--- src/rtl/mjfd_pkg.sv ---
// ----------------------------------------------------------------------------
// mjfd_pkg
// Shared types and constants for the MJPEG frame delimiter.
// ----------------------------------------------------------------------------
package mjfd_pkg;

  localparam int MAX_FRAME_BYTES = 65536;
  localparam int MIN_FRAME_BYTES = 2;

  localparam int BYTE_W = 8;
  localparam int CNT_W  = 17;
  localparam int OFF_W  = 16;
  localparam int CFG_IDX_W  = 1;
  localparam int CFG_DATA_W = 17;

  localparam logic [BYTE_W-1:0] SOI_MARK    = 8'hD8;
  localparam logic [BYTE_W-1:0] EOI_MARK    = 8'hD9;
  localparam logic [BYTE_W-1:0] PREFIX_MARK = 8'hFF;

  typedef enum logic [CFG_IDX_W-1:0] {
    CFG_MJPEG_MODE  = 1'b0,
    CFG_FRAME_BYTES = 1'b1
  } cfg_idx_t;

  typedef struct packed {
    logic              store_buffer;
    logic [OFF_W-1:0]  store_offset;
    logic [BYTE_W-1:0] store_byte;
    logic              frame_done;
    logic [CNT_W-1:0]  done_length;
    logic              header_reject;
    logic              overflow_restart;
    logic              frame_ready;
    logic              ready_buffer;
  } res_t;

endpackage

--- src/rtl/mjpeg_frame_delimiter_pingpong.sv ---
// ----------------------------------------------------------------------------
// mjpeg_frame_delimiter_pingpong
// Delimits a byte stream into frames held in two alternating buffers.
// ----------------------------------------------------------------------------
// Usage:
//   Input channel (in_valid / in_stall / in_data_byte) takes one stream byte
//   per transfer. For each byte one result leaves on the out_ channel: the
//   buffer and offset where the byte is stored, the byte itself, and frame
//   status (completion with length, start marker reject, count restart,
//   latest ready buffer).
//   Results are registered. Throughput is one byte per cycle while in_stall is
//   low; the frame state (count, previous byte, buffer selects) updates in the
//   transfer cycle. The output register is backed by a skid register, so a
//   byte is still taken in the cycle the receiver first stalls; in_stall
//   rises only when the skid register is full and falls once the receiver
//   takes a result.
//   Synchronous reset (rst_n low) empties both result registers, selects
//   buffer zero, clears the count, previous byte and ready flag, and sets
//   MJPEG mode with a 65536 byte frame size. The user writes configuration
//   (cfg_we, cfg_index, cfg_wdata) only while idle; it is not enforced.
// ----------------------------------------------------------------------------
module mjpeg_frame_delimiter_pingpong (
  input  logic                           clk,
  input  logic                           rst_n,
  input  logic                           cfg_we,
  input  logic [mjfd_pkg::CFG_IDX_W-1:0]  cfg_index,
  input  logic [mjfd_pkg::CFG_DATA_W-1:0] cfg_wdata,
  input  logic                           in_valid,
  output logic                           in_stall,
  input  logic [mjfd_pkg::BYTE_W-1:0]     in_data_byte,
  output logic                           out_valid,
  input  logic                           out_stall,
  output logic                           out_store_buffer,
  output logic [mjfd_pkg::OFF_W-1:0]      out_store_offset,
  output logic [mjfd_pkg::BYTE_W-1:0]     out_store_byte,
  output logic                           out_frame_done,
  output logic [mjfd_pkg::CNT_W-1:0]      out_done_length,
  output logic                           out_header_reject,
  output logic                           out_overflow_restart,
  output logic                           out_frame_ready,
  output logic                           out_ready_buffer
);
  import mjfd_pkg::*;

  localparam logic [CNT_W-1:0] SIZE_RST = CNT_W'(1 << OFF_W);
  localparam logic [CNT_W-1:0] SIZE_MAX =
    (MAX_FRAME_BYTES < (1 << OFF_W)) ? CNT_W'(MAX_FRAME_BYTES) : SIZE_RST;
  localparam logic [CNT_W-1:0] SIZE_MIN = CNT_W'(MIN_FRAME_BYTES);
  localparam logic [CNT_W-1:0] CNT_ONE  = CNT_W'(1);
  localparam logic [CNT_W-1:0] CNT_TWO  = CNT_W'(2);

  logic             mjpeg_mode_r;
  logic [CNT_W-1:0] frame_bytes_r;
  logic             fill_select_r, fill_select_nxt;
  logic [CNT_W-1:0] byte_count_r, byte_count_nxt;
  logic [BYTE_W-1:0] previous_byte_r;
  logic             ready_flag_r, ready_flag_nxt;
  logic             ready_select_r, ready_select_nxt;

  res_t out_r, skid_r, res;
  logic out_valid_r, skid_valid_r;

  logic             accept_in, out_take;
  logic [CNT_W-1:0] size, cnt0, cnt1, cnt_mid;
  logic             done, reject, ovf;
  logic [CNT_W-1:0] done_len;

  assign accept_in = in_valid && !in_stall;
  assign out_take  = out_valid_r && !out_stall;
  assign in_stall  = skid_valid_r;

  always_comb begin
    if (frame_bytes_r < SIZE_MIN) begin
      size = SIZE_MIN;
    end else if (frame_bytes_r > SIZE_MAX) begin
      size = SIZE_MAX;
    end else begin
      size = frame_bytes_r;
    end
  end

  always_comb begin
    cnt0     = (byte_count_r >= size) ? '0 : byte_count_r;
    cnt1     = cnt0 + CNT_ONE;
    cnt_mid  = cnt1;
    done     = 1'b0;
    reject   = 1'b0;
    ovf      = 1'b0;
    done_len = '0;
    if (mjpeg_mode_r) begin
      if (cnt1 == CNT_TWO) begin
        if (in_data_byte != SOI_MARK || previous_byte_r != PREFIX_MARK) begin
          cnt_mid = '0;
          reject  = 1'b1;
        end
      end else if (previous_byte_r == PREFIX_MARK && in_data_byte == EOI_MARK) begin
        done     = 1'b1;
        done_len = cnt1;
      end
      if (!done && cnt_mid >= size - CNT_ONE) begin
        ovf = 1'b1;
      end
    end else if (cnt1 == size) begin
      done     = 1'b1;
      done_len = size;
    end

    byte_count_nxt   = (done || ovf) ? '0 : cnt_mid;
    fill_select_nxt  = done ? ~fill_select_r : fill_select_r;
    ready_select_nxt = done ? fill_select_r : ready_select_r;
    ready_flag_nxt   = done | ready_flag_r;

    res.store_buffer     = fill_select_r;
    res.store_offset     = cnt0[OFF_W-1:0];
    res.store_byte       = in_data_byte;
    res.frame_done       = done;
    res.done_length      = done_len;
    res.header_reject    = reject;
    res.overflow_restart = ovf;
    res.frame_ready      = ready_flag_nxt;
    res.ready_buffer     = ready_select_nxt;
  end

  always_ff @(posedge clk) begin
    if (!rst_n) begin
      mjpeg_mode_r    <= 1'b1;
      frame_bytes_r   <= SIZE_RST;
      fill_select_r   <= 1'b0;
      byte_count_r    <= '0;
      previous_byte_r <= '0;
      ready_flag_r    <= 1'b0;
      ready_select_r  <= 1'b0;
      out_valid_r     <= 1'b0;
      skid_valid_r    <= 1'b0;
    end else begin
      if (cfg_we) begin
        unique case (cfg_index)
          CFG_MJPEG_MODE:  mjpeg_mode_r  <= cfg_wdata[0];
          CFG_FRAME_BYTES: frame_bytes_r <= cfg_wdata;
          default: ;
        endcase
      end
      if (accept_in) begin
        fill_select_r   <= fill_select_nxt;
        byte_count_r    <= byte_count_nxt;
        previous_byte_r <= in_data_byte;
        ready_flag_r    <= ready_flag_nxt;
        ready_select_r  <= ready_select_nxt;
      end
      if (skid_valid_r) begin
        if (out_take) begin
          skid_valid_r <= 1'b0;
        end
      end else if (accept_in) begin
        if (out_valid_r && !out_take) begin
          skid_valid_r <= 1'b1;
        end else begin
          out_valid_r <= 1'b1;
        end
      end else if (out_take) begin
        out_valid_r <= 1'b0;
      end
    end
  end

  always_ff @(posedge clk) begin
    if (skid_valid_r) begin
      if (out_take) begin
        out_r <= skid_r;
      end
    end else if (accept_in) begin
      if (out_valid_r && !out_take) begin
        skid_r <= res;
      end else begin
        out_r <= res;
      end
    end
  end

  assign out_valid            = out_valid_r;
  assign out_store_buffer     = out_r.store_buffer;
  assign out_store_offset     = out_r.store_offset;
  assign out_store_byte       = out_r.store_byte;
  assign out_frame_done       = out_r.frame_done;
  assign out_done_length      = out_r.done_length;
  assign out_header_reject    = out_r.header_reject;
  assign out_overflow_restart = out_r.overflow_restart;
  assign out_frame_ready      = out_r.frame_ready;
  assign out_ready_buffer     = out_r.ready_buffer;

`ifndef NO_ASSERTIONS
  a_skid_implies_out: assert property (@(posedge clk) disable iff (!rst_n)
    skid_valid_r |-> out_valid_r)
    else $error("skid register full while output register empty");

  a_done_sets_ready: assert property (@(posedge clk) disable iff (!rst_n)
    out_valid_r && out_r.frame_done |-> out_r.frame_ready &&
      (out_r.ready_buffer == out_r.store_buffer))
    else $error("completed frame not reported as ready buffer");

  a_flags_exclusive: assert property (@(posedge clk) disable iff (!rst_n)
    out_valid_r |-> !(out_r.frame_done && (out_r.header_reject || out_r.overflow_restart)))
    else $error("frame completion together with restart flag");

  a_done_swaps: assert property (@(posedge clk) disable iff (!rst_n)
    accept_in && done |=> byte_count_r == '0 && fill_select_r != $past(fill_select_r))
    else $error("completion did not restart count and swap buffers");
`endif

endmodule
--- config.mk ---
export PLATFORM = sky130hd
export DESIGN_NAME = mjpeg_frame_delimiter_pingpong
export DESIGN_NICKNAME = d
export VERILOG_FILES = /design/src/rtl/mjfd_pkg.sv /design/src/rtl/mjpeg_frame_delimiter_pingpong.sv
export SDC_FILE = /design/constraint.sdc
export NUM_CORES = 1
export LEC_CHECK = 0
export ABC_CLOCK_PERIOD_IN_PS = 9700
export BUFFER_PORTS_ARGS = -buffer_cell sky130_fd_sc_hd__buf_4
export CAP_MARGIN = 20
export CORE_ASPECT_RATIO = 0.75
export CORE_MARGIN = 2
export CORE_UTILIZATION = 60
export CTS_BUF_LIST = sky130_fd_sc_hd__clkbuf_16
export DETAILED_ROUTE_END_ITERATION = 8
export GPL_TIMING_DRIVEN = 0
export PLACE_DENSITY = 0.81
export SLEW_MARGIN = 15
export SYNTH_ARGS = -nofsm -noshare
export SYNTH_HDL_FRONTEND = slang
export SYNTH_SLANG_ARGS = --single-unit
--- constraint.sdc ---
create_clock -name clk -period 9.7 [get_ports clk]
set_clock_uncertainty 0.1 [all_clocks]
set_input_delay 0.97 -clock clk [delete_from_list [all_inputs] [get_ports clk]]
set_output_delay 0.97 -clock clk [all_outputs]
set_load 0.01 [all_outputs]
======== Word-level counts from Yosys, hierarchy flattened ========
Index checks and enable logic that the tools add are counted.
word-level totals
  output and inout bits ................... 49
  bits in registers ....................... 142
operators by class
  eq/ne operators ......................... 9
  bitwise gates (word level) .............. 4
  magnitude comparators ................... 4
  reduce and logical (&&, ||, !) cells .... 19
  $add $sub $neg .......................... 2
  muxes and demuxes ....................... 34
operator list
  cell                     number
  $mux W17                 12
  $mux W47                 4
  $ge A17 B17 Y1           2
  $mux W1                  18
  $add A17 B1 Y17 const B  1
  $eq A17 B17 Y1           1
  $eq A17 B2 Y1 const B    1
  $gt A17 B17 Y1 const B   1
  $lt A17 B2 Y1 const B    1
  $sub A17 B1 Y17 const B  1
  $eq A8 B8 Y1 const B     2
  $ne A8 B8 Y1 const B     2
  $reduce_and A3 Y1        3
  $reduce_and A2 Y1        3
  $logic_and A1 B1 Y1      5
  $logic_not A1 Y1         4
  $ne A2 B2 Y1 const B     2
  $reduce_bool A2 Y1       2
  $not A1 Y1               3
  $logic_or A1 B1 Y1       2
  $ne A2 B1 Y1 const B     1
  $or A1 B1 Y1             1

======== Logic depth before layout (Yosys ltp) ========
  depth in word-level cells ............... 16
  gate-level depth with buffers ........... 36

======== Least setup slack after synthesis ========
No wires, ideal clock.
  path type ............................... reg-to-reg
  start ................................... register frame_bytes_r[15]
  end ..................................... register out_r (netlist bit out_overflow_restart) (data pin)
  arrival ................................. 6857 ps
  data required time ...................... 9331 ps
  stages on the path, launching flop included .. 36
  library setup time ...................... 269 ps
  slack ................................... 2475 ps
  cell sequence ........................... dfxtp_1 buf_6 nor4_4 nand4_2 o21ai_1 buf_2 nand2_1 ha_1 nand4_1 nor2_1 a221oi_1 o21ai_0 nor2_1 nand2_1 inv_1 ha_1 buf_2 nand4_1 nor4_1 xnor2_1 o21ai_0 nor4_1 o221ai_1 a21oi_1 nand2b_1 ha_1 nand2b_1 a21o_1 a21o_1 a211oi_1 o21ai_0 a221oi_1 o21ai_0 nand2_1 clkbuf_1 o21ai_0
on the way
  longest elaborated chain between the ends .. 16
  elaborated cells between the ends (all ways) .. 22
  those cells by class .................... add/sub: 2; order compare: 4; eq/ne: 1; mux: 13; reduce/logical: 2
RTL lines
  what                                                line                                                                        source
  start, declared                                     mjpeg_frame_delimiter_pingpong.sv:53                                        logic [CNT_W-1:0] frame_bytes_r;
  start signal, assigned                              mjpeg_frame_delimiter_pingpong.sv:139                                       CFG_FRAME_BYTES: frame_bytes_r <= cfg_wdata;
  $gt A17 B17 Y1                                      mjpeg_frame_delimiter_pingpong.sv:75                                        end else if (frame_bytes_r > SIZE_MAX) begin
  $mux W17                                            mjpeg_frame_delimiter_pingpong.sv:75
  $mux W17 *                                          mjpeg_frame_delimiter_pingpong.sv:73                                        if (frame_bytes_r < SIZE_MIN) begin
  $ge A17 B17 Y1 *                                    mjpeg_frame_delimiter_pingpong.sv:83                                        cnt0 = (byte_count_r >= size) ? '0 : byte_count_r;
  $mux W17 *                                          mjpeg_frame_delimiter_pingpong.sv:83
  named net cnt0[0]                                   mjpeg_frame_delimiter_pingpong.sv:64                                        logic [CNT_W-1:0] size, cnt0, cnt1, cnt_mid;
  $add A17 B1 Y17 *                                   mjpeg_frame_delimiter_pingpong.sv:84                                        cnt1 = cnt0 + CNT_ONE;
  $eq A17 B2 Y1 or $mux W17 (tied branches)           mjpeg_frame_delimiter_pingpong.sv:91, mjpeg_frame_delimiter_pingpong.sv:92
  $mux W17 or $mux W1 (tied branches)                 mjpeg_frame_delimiter_pingpong.sv:91                                        if (cnt1 == CNT_TWO) begin
  $mux W17 or $mux W1 (tied branches)                 mjpeg_frame_delimiter_pingpong.sv:90                                        if (mjpeg_mode_r) begin
  $ge A17 B17 Y1 or $logic_not A1 Y1 (tied branches)  mjpeg_frame_delimiter_pingpong.sv:100                                       if (!done && cnt_mid >= size - CNT_ONE) begin
  $logic_and A1 B1 Y1 *                               mjpeg_frame_delimiter_pingpong.sv:100
  $mux W1 *                                           mjpeg_frame_delimiter_pingpong.sv:100
  $mux W1 *                                           mjpeg_frame_delimiter_pingpong.sv:90
  $mux W47 *                                          mjpeg_frame_delimiter_pingpong.sv:172                                       if (out_valid_r && !out_take) begin
  $mux W47 *                                          mjpeg_frame_delimiter_pingpong.sv:171                                       end else if (accept_in) begin
  $mux W47 *                                          mjpeg_frame_delimiter_pingpong.sv:167                                       if (skid_valid_r) begin
  end signal, assigned                                mjpeg_frame_delimiter_pingpong.sv:169                                       out_r <= skid_r;
  end signal, assigned                                mjpeg_frame_delimiter_pingpong.sv:175                                       out_r <= res;
  end, declared                                       mjpeg_frame_delimiter_pingpong.sv:60                                        res_t out_r, skid_r, res;
Mark *: on every way through the listed nets, which the timed path passes. The rest lies on a longest branch. The select of a mux whose other input is x is not followed.
A chain may end at the register's enable or synchronous reset.

======== Worst setup path in the final report ========
  start ................................... register frame_bytes_r[13]
  end ..................................... register byte_count_r[13]
on the way
  longest elaborated chain between the ends .. 15
  elaborated cells between the ends (all ways) .. 25
  those cells by class .................... add/sub: 2; order compare: 4; eq/ne: 2; mux: 14; reduce/logical: 3
RTL lines
  what                                                line                                                                        source
  $gt A17 B17 Y1                                      mjpeg_frame_delimiter_pingpong.sv:75
  $mux W17                                            mjpeg_frame_delimiter_pingpong.sv:75
  $mux W17 *                                          mjpeg_frame_delimiter_pingpong.sv:73
  $ge A17 B17 Y1 *                                    mjpeg_frame_delimiter_pingpong.sv:83
  $mux W17 *                                          mjpeg_frame_delimiter_pingpong.sv:83
  named net cnt0[0]                                   mjpeg_frame_delimiter_pingpong.sv:64
  $add A17 B1 Y17 *                                   mjpeg_frame_delimiter_pingpong.sv:84
  $eq A17 B2 Y1 or $mux W17 (tied branches)           mjpeg_frame_delimiter_pingpong.sv:91, mjpeg_frame_delimiter_pingpong.sv:92
  $mux W17 or $mux W1 (tied branches)                 mjpeg_frame_delimiter_pingpong.sv:91
  $mux W17 or $mux W1 (tied branches)                 mjpeg_frame_delimiter_pingpong.sv:90
  $ge A17 B17 Y1 or $logic_not A1 Y1 (tied branches)  mjpeg_frame_delimiter_pingpong.sv:100
  $logic_and A1 B1 Y1                                 mjpeg_frame_delimiter_pingpong.sv:100
  $mux W1                                             mjpeg_frame_delimiter_pingpong.sv:100
  $mux W1                                             mjpeg_frame_delimiter_pingpong.sv:90
  $logic_or A1 B1 Y1                                  mjpeg_frame_delimiter_pingpong.sv:108                                       byte_count_nxt = (done || ovf) ? '0 : cnt_mid;
  $mux W17 *                                          mjpeg_frame_delimiter_pingpong.sv:108
  end signal, assigned                                mjpeg_frame_delimiter_pingpong.sv:145                                       byte_count_r <= byte_count_nxt;
  end, declared                                       mjpeg_frame_delimiter_pingpong.sv:55                                        logic [CNT_W-1:0] byte_count_r, byte_count_nxt;
Marked as above.

==> impl_results.md <==
* Sw Pwr at 0.4238 mW
* #FFs+latches synth at 142
* Clock Tree Root: clkbuf_16
* Minimum clock period at 9.277 ns
* Syn Area/Cell at 9.684 sq um
* EDFF count, synth at 94
* Final ANT Viol Nets at 0
* Maximum vdd drop at 0.1763 mV
* Horizontal die dimension at 137.6 um
* Slew @ Worst Pin at 1.032 ns
* DR vias/cell at 6.695
* CP Launch Type: flop
* Ports at 80
* Synth top cells by count: 130 x nand2_1, 94 x edfxtp_1, 58 x o21ai_0
* Core area at 13020 sq um
* Post-synth ARST share at 0%
* CP max FO at 10
* Post-Syn Area at 8028 sq um
* WL/cell at 24.09 um
* FMAX at 107.8 MHz
* Clock Sinks at 142
* RSZ-0062 raised after global routing: false
* DP Cell Count at 1080
* Port Buffers at 78
* WP data required at 9.93 ns
* Min-Delay Path Class: reg -> reg
* H-tree Lvls at 4
* Comb pwr share at 12.9%
* Sequential element share of the synthesized area at 47.13%
* Diodes inserted at 0
* Ranking of synthesized cells by area: edfxtp_1 35%, dfxtp_1 12%, nand2_1 6.1%, ha_1 5.8%, o21ai_0 3.6%
* CTS tree: built
* Via count at 7458
* Die area at 14330 sq um
* Worst setup EP type: flop
* Most numerous cell in the Yosys netlist: nand2_1
* Slew Limit Fails at 0
* Skew-Pair Late Insertion Delay at 0.44 ns
* Maxcap violations at 0
* Top-area cell type share of the netlist area at 35.16%
* Switching power share of the total at 27.15%
* Syn Inst Count at 829
* Outcome: completed
* Fin util at 73.23%
* Sequential fraction of design power at 44.2%
* Post-Synthesis Net Count at 897
* Gpl congestion at 0.9564
* Non-Filler Instances at 1114
* Final worst-path cycle share at 95.64%
* Clock power frac at 42.9%
* Slew Limit Headroom at 30.66%
* DRT Wirelength at 26830 um
* Leak at 3.783 nW
* Die Y at 104.2 um
* Number of global-route vias before repair at 7046
* Power Internal at 1.137 mW
* FP Rows at 36
* Synth Warn # at 0
* Ys flop type: edfxtp_1
* Filler Cell Count at 857
* Initial DRC count at 1016
* Initial antenna violation count at 0
* Grt ovf at 0
* Max Root-Sink Buffers at 2
* First-pass DRT Iterations at 7
* Initial Util at 61.67%
* Layout cells sized above 1 at 18.35%
* Clock-pin slew on the worst setup and hold paths at 0.06 ns
* Critical path arrival at 9.51 ns
* DRC viols at 0
* Crit path kind: reg -> reg
* Slowest Stage Delay on Critical Path at 0.49 ns
* Wire length of the first global-routing pass at 40300 um
* Final setup viols at 0
* Cts hold-fix bufs at 0
* Fin. Hold Viols at 0
* Largest net degree at the start of global routing at 35
* Power per cell area at 163.8 nW/um^2
* Total Nets Final at 998
* Leading area contributor after synthesis: edfxtp_1
* HPWL after DPL at 19770 um
* Synth unique cells at 70
* Gr usage total at 38.07%
* TritonCTS buffer count at 17
* Critical Path Slowest Stage Cell: a211oi_1
* Area growth from synthesis to layout at 18.75%
==> path summary, 6_finish.rpt <==
kind                                          from                 end  slack, ns  depth (start not counted)
worst max register to register   frame_bytes_r[13]    byte_count_r[13]       0.42                         35
worst min register to register  previous_byte_r[3]  previous_byte_r[3]       0.37                          2
worst max-delay path             frame_bytes_r[13]    byte_count_r[13]       0.42                         35
worst min-delay path            previous_byte_r[3]  previous_byte_r[3]       0.37                          2
==> cells in the final DEF (no fill, tap or decap), types with 13 or more instances in the layout <==
cell | Yosys | routed
nand2_1 | 130 | 127
edfxtp_1 | 94 | 94
buf_4 | 0 | 81
o21ai_0 | 58 | 57
dfxtp_1 | 48 | 48
nor2_1 | 38 | 37
ha_1 | 37 | 37
nand3_1 | 36 | 36
clkbuf_1 | 38 | 36
inv_1 | 28 | 30
xnor2_1 | 28 | 27
a21boi_0 | 27 | 27
mux2_2 | 22 | 22
a21oi_1 | 21 | 20
and3_1 | 20 | 19
clkbuf_16 | 0 | 17
nand4_1 | 14 | 14
nor3_1 | 13 | 13
==> worst max-delay path, delay by kind of cell (launching register included) <==
| family | cells | cell delay [ns] |
|---|---|---|
| xor gates and xnor gates | 1 | 0.36 |
| buffers and inverters | 5 | 1.16 |
| DFF | 1 | 0.40 |
| adders and majority gates | 3 | 0.89 |
| AOI/OAI and AO/OA | 11 | 3.19 |
| and+or+nand+nor | 15 | 3.02 |
==> power by group through the flow <==
stage | clock (mW) | sequential, mW | combinational (mW)
2_1_floorplan | 0 | 0.708 | 0.105
3_3_place_gp | 0 | 0.701 | 0.181
3_5_place_dp | 0 | 0.702 | 0.193
4_1_cts | 0.666 | 0.690 | 0.197
5_1_grt | 0.691 | 0.692 | 0.216
6_report | 0.670 | 0.690 | 0.201
==> what timing repair did <==
action | CTS | global route
endpoints found under the setup margin | 19 | 19
pin swaps | 1 | 1
setup buffers | 2 | 1
resized for setup | 3 | 8
==> final cells by class <==
type / instances / area (sq um) / share of cell area, %
multi-input cells: 604 / 3953 / 41.46
flip-flops and latches: 142 / 3784 / 39.69
repair buffers: 83 / 655.6 / 6.878
clock buffers: 17 / 425.4 / 4.463
plain buffers: 52 / 225.2 / 2.363
well taps: 171 / 214.0 / 2.244
clock inverters: 15 / 163.9 / 1.719
inverters: 30 / 112.6 / 1.181
==> flip-flops by register name, indices dropped and copies added, names as in the netlist <==
register / cells
ready_flag_r: 1
out_store_byte: 8
mjpeg_mode_r: 1
out_overflow_restart: 1
out_store_buffer: 1
out_store_offset: 16
out_ready_buffer: 1
in_stall: 1
out_done_length: 17
frame_bytes_r: 17
out_frame_ready: 1
previous_byte_r: 8
ready_select_r: 1
out_frame_done: 1
byte_count_r: 17
skid_r: 47
out_header_reject: 1
fill_select_r: 1
out_valid: 1
==> per-layer routing <==
layer / global-route usage (%) / wire [um] / up-vias
met5: 0 / 0 / -
met4: 11.71 / 733 / 0
met3: 11.55 / 3468 / 84
met2: 56.54 / 11760 / 588
met1: 53.47 / 10870 / 3536
li1: - / - / 3250
==> per-stage QoR <==
stage                     power (mW)  TNS [ns]  setup slack, ns  cell area [sq um]  hold WS (ns)
final                          1.561         0           0.4233               9533        0.3696
after detailed placement      0.8948    -6.927          -0.6168               8887        0.3626
after floorplan               0.8127         0            2.475               8028        0.3412
after CTS                      1.552         0          0.05023               9508        0.3713
after global placement        0.8826    -8.425          -0.6986               8827        0.3522
after global routing           1.600         0          0.03215               9533        0.3918
==> cell families (layout without fill, tap and decap cells) <==
logic type | count (synthesis) | count (layout) | share of synthesized area [%]
AND/OR/NAND/NOR | 313 | 313 | 19.34
multiplexers | 23 | 23 | 3.273
XOR/XNOR | 39 | 39 | 4.426
AO/OA/AOI/OAI | 192 | 192 | 15.82
adder cells (fa/ha/maj) | 37 | 37 | 5.767
buffers and inverters | 83 | 197 | 4.239
flip-flops | 142 | 142 | 47.13
Note: power is estimated with default switching activity, not from simulation.
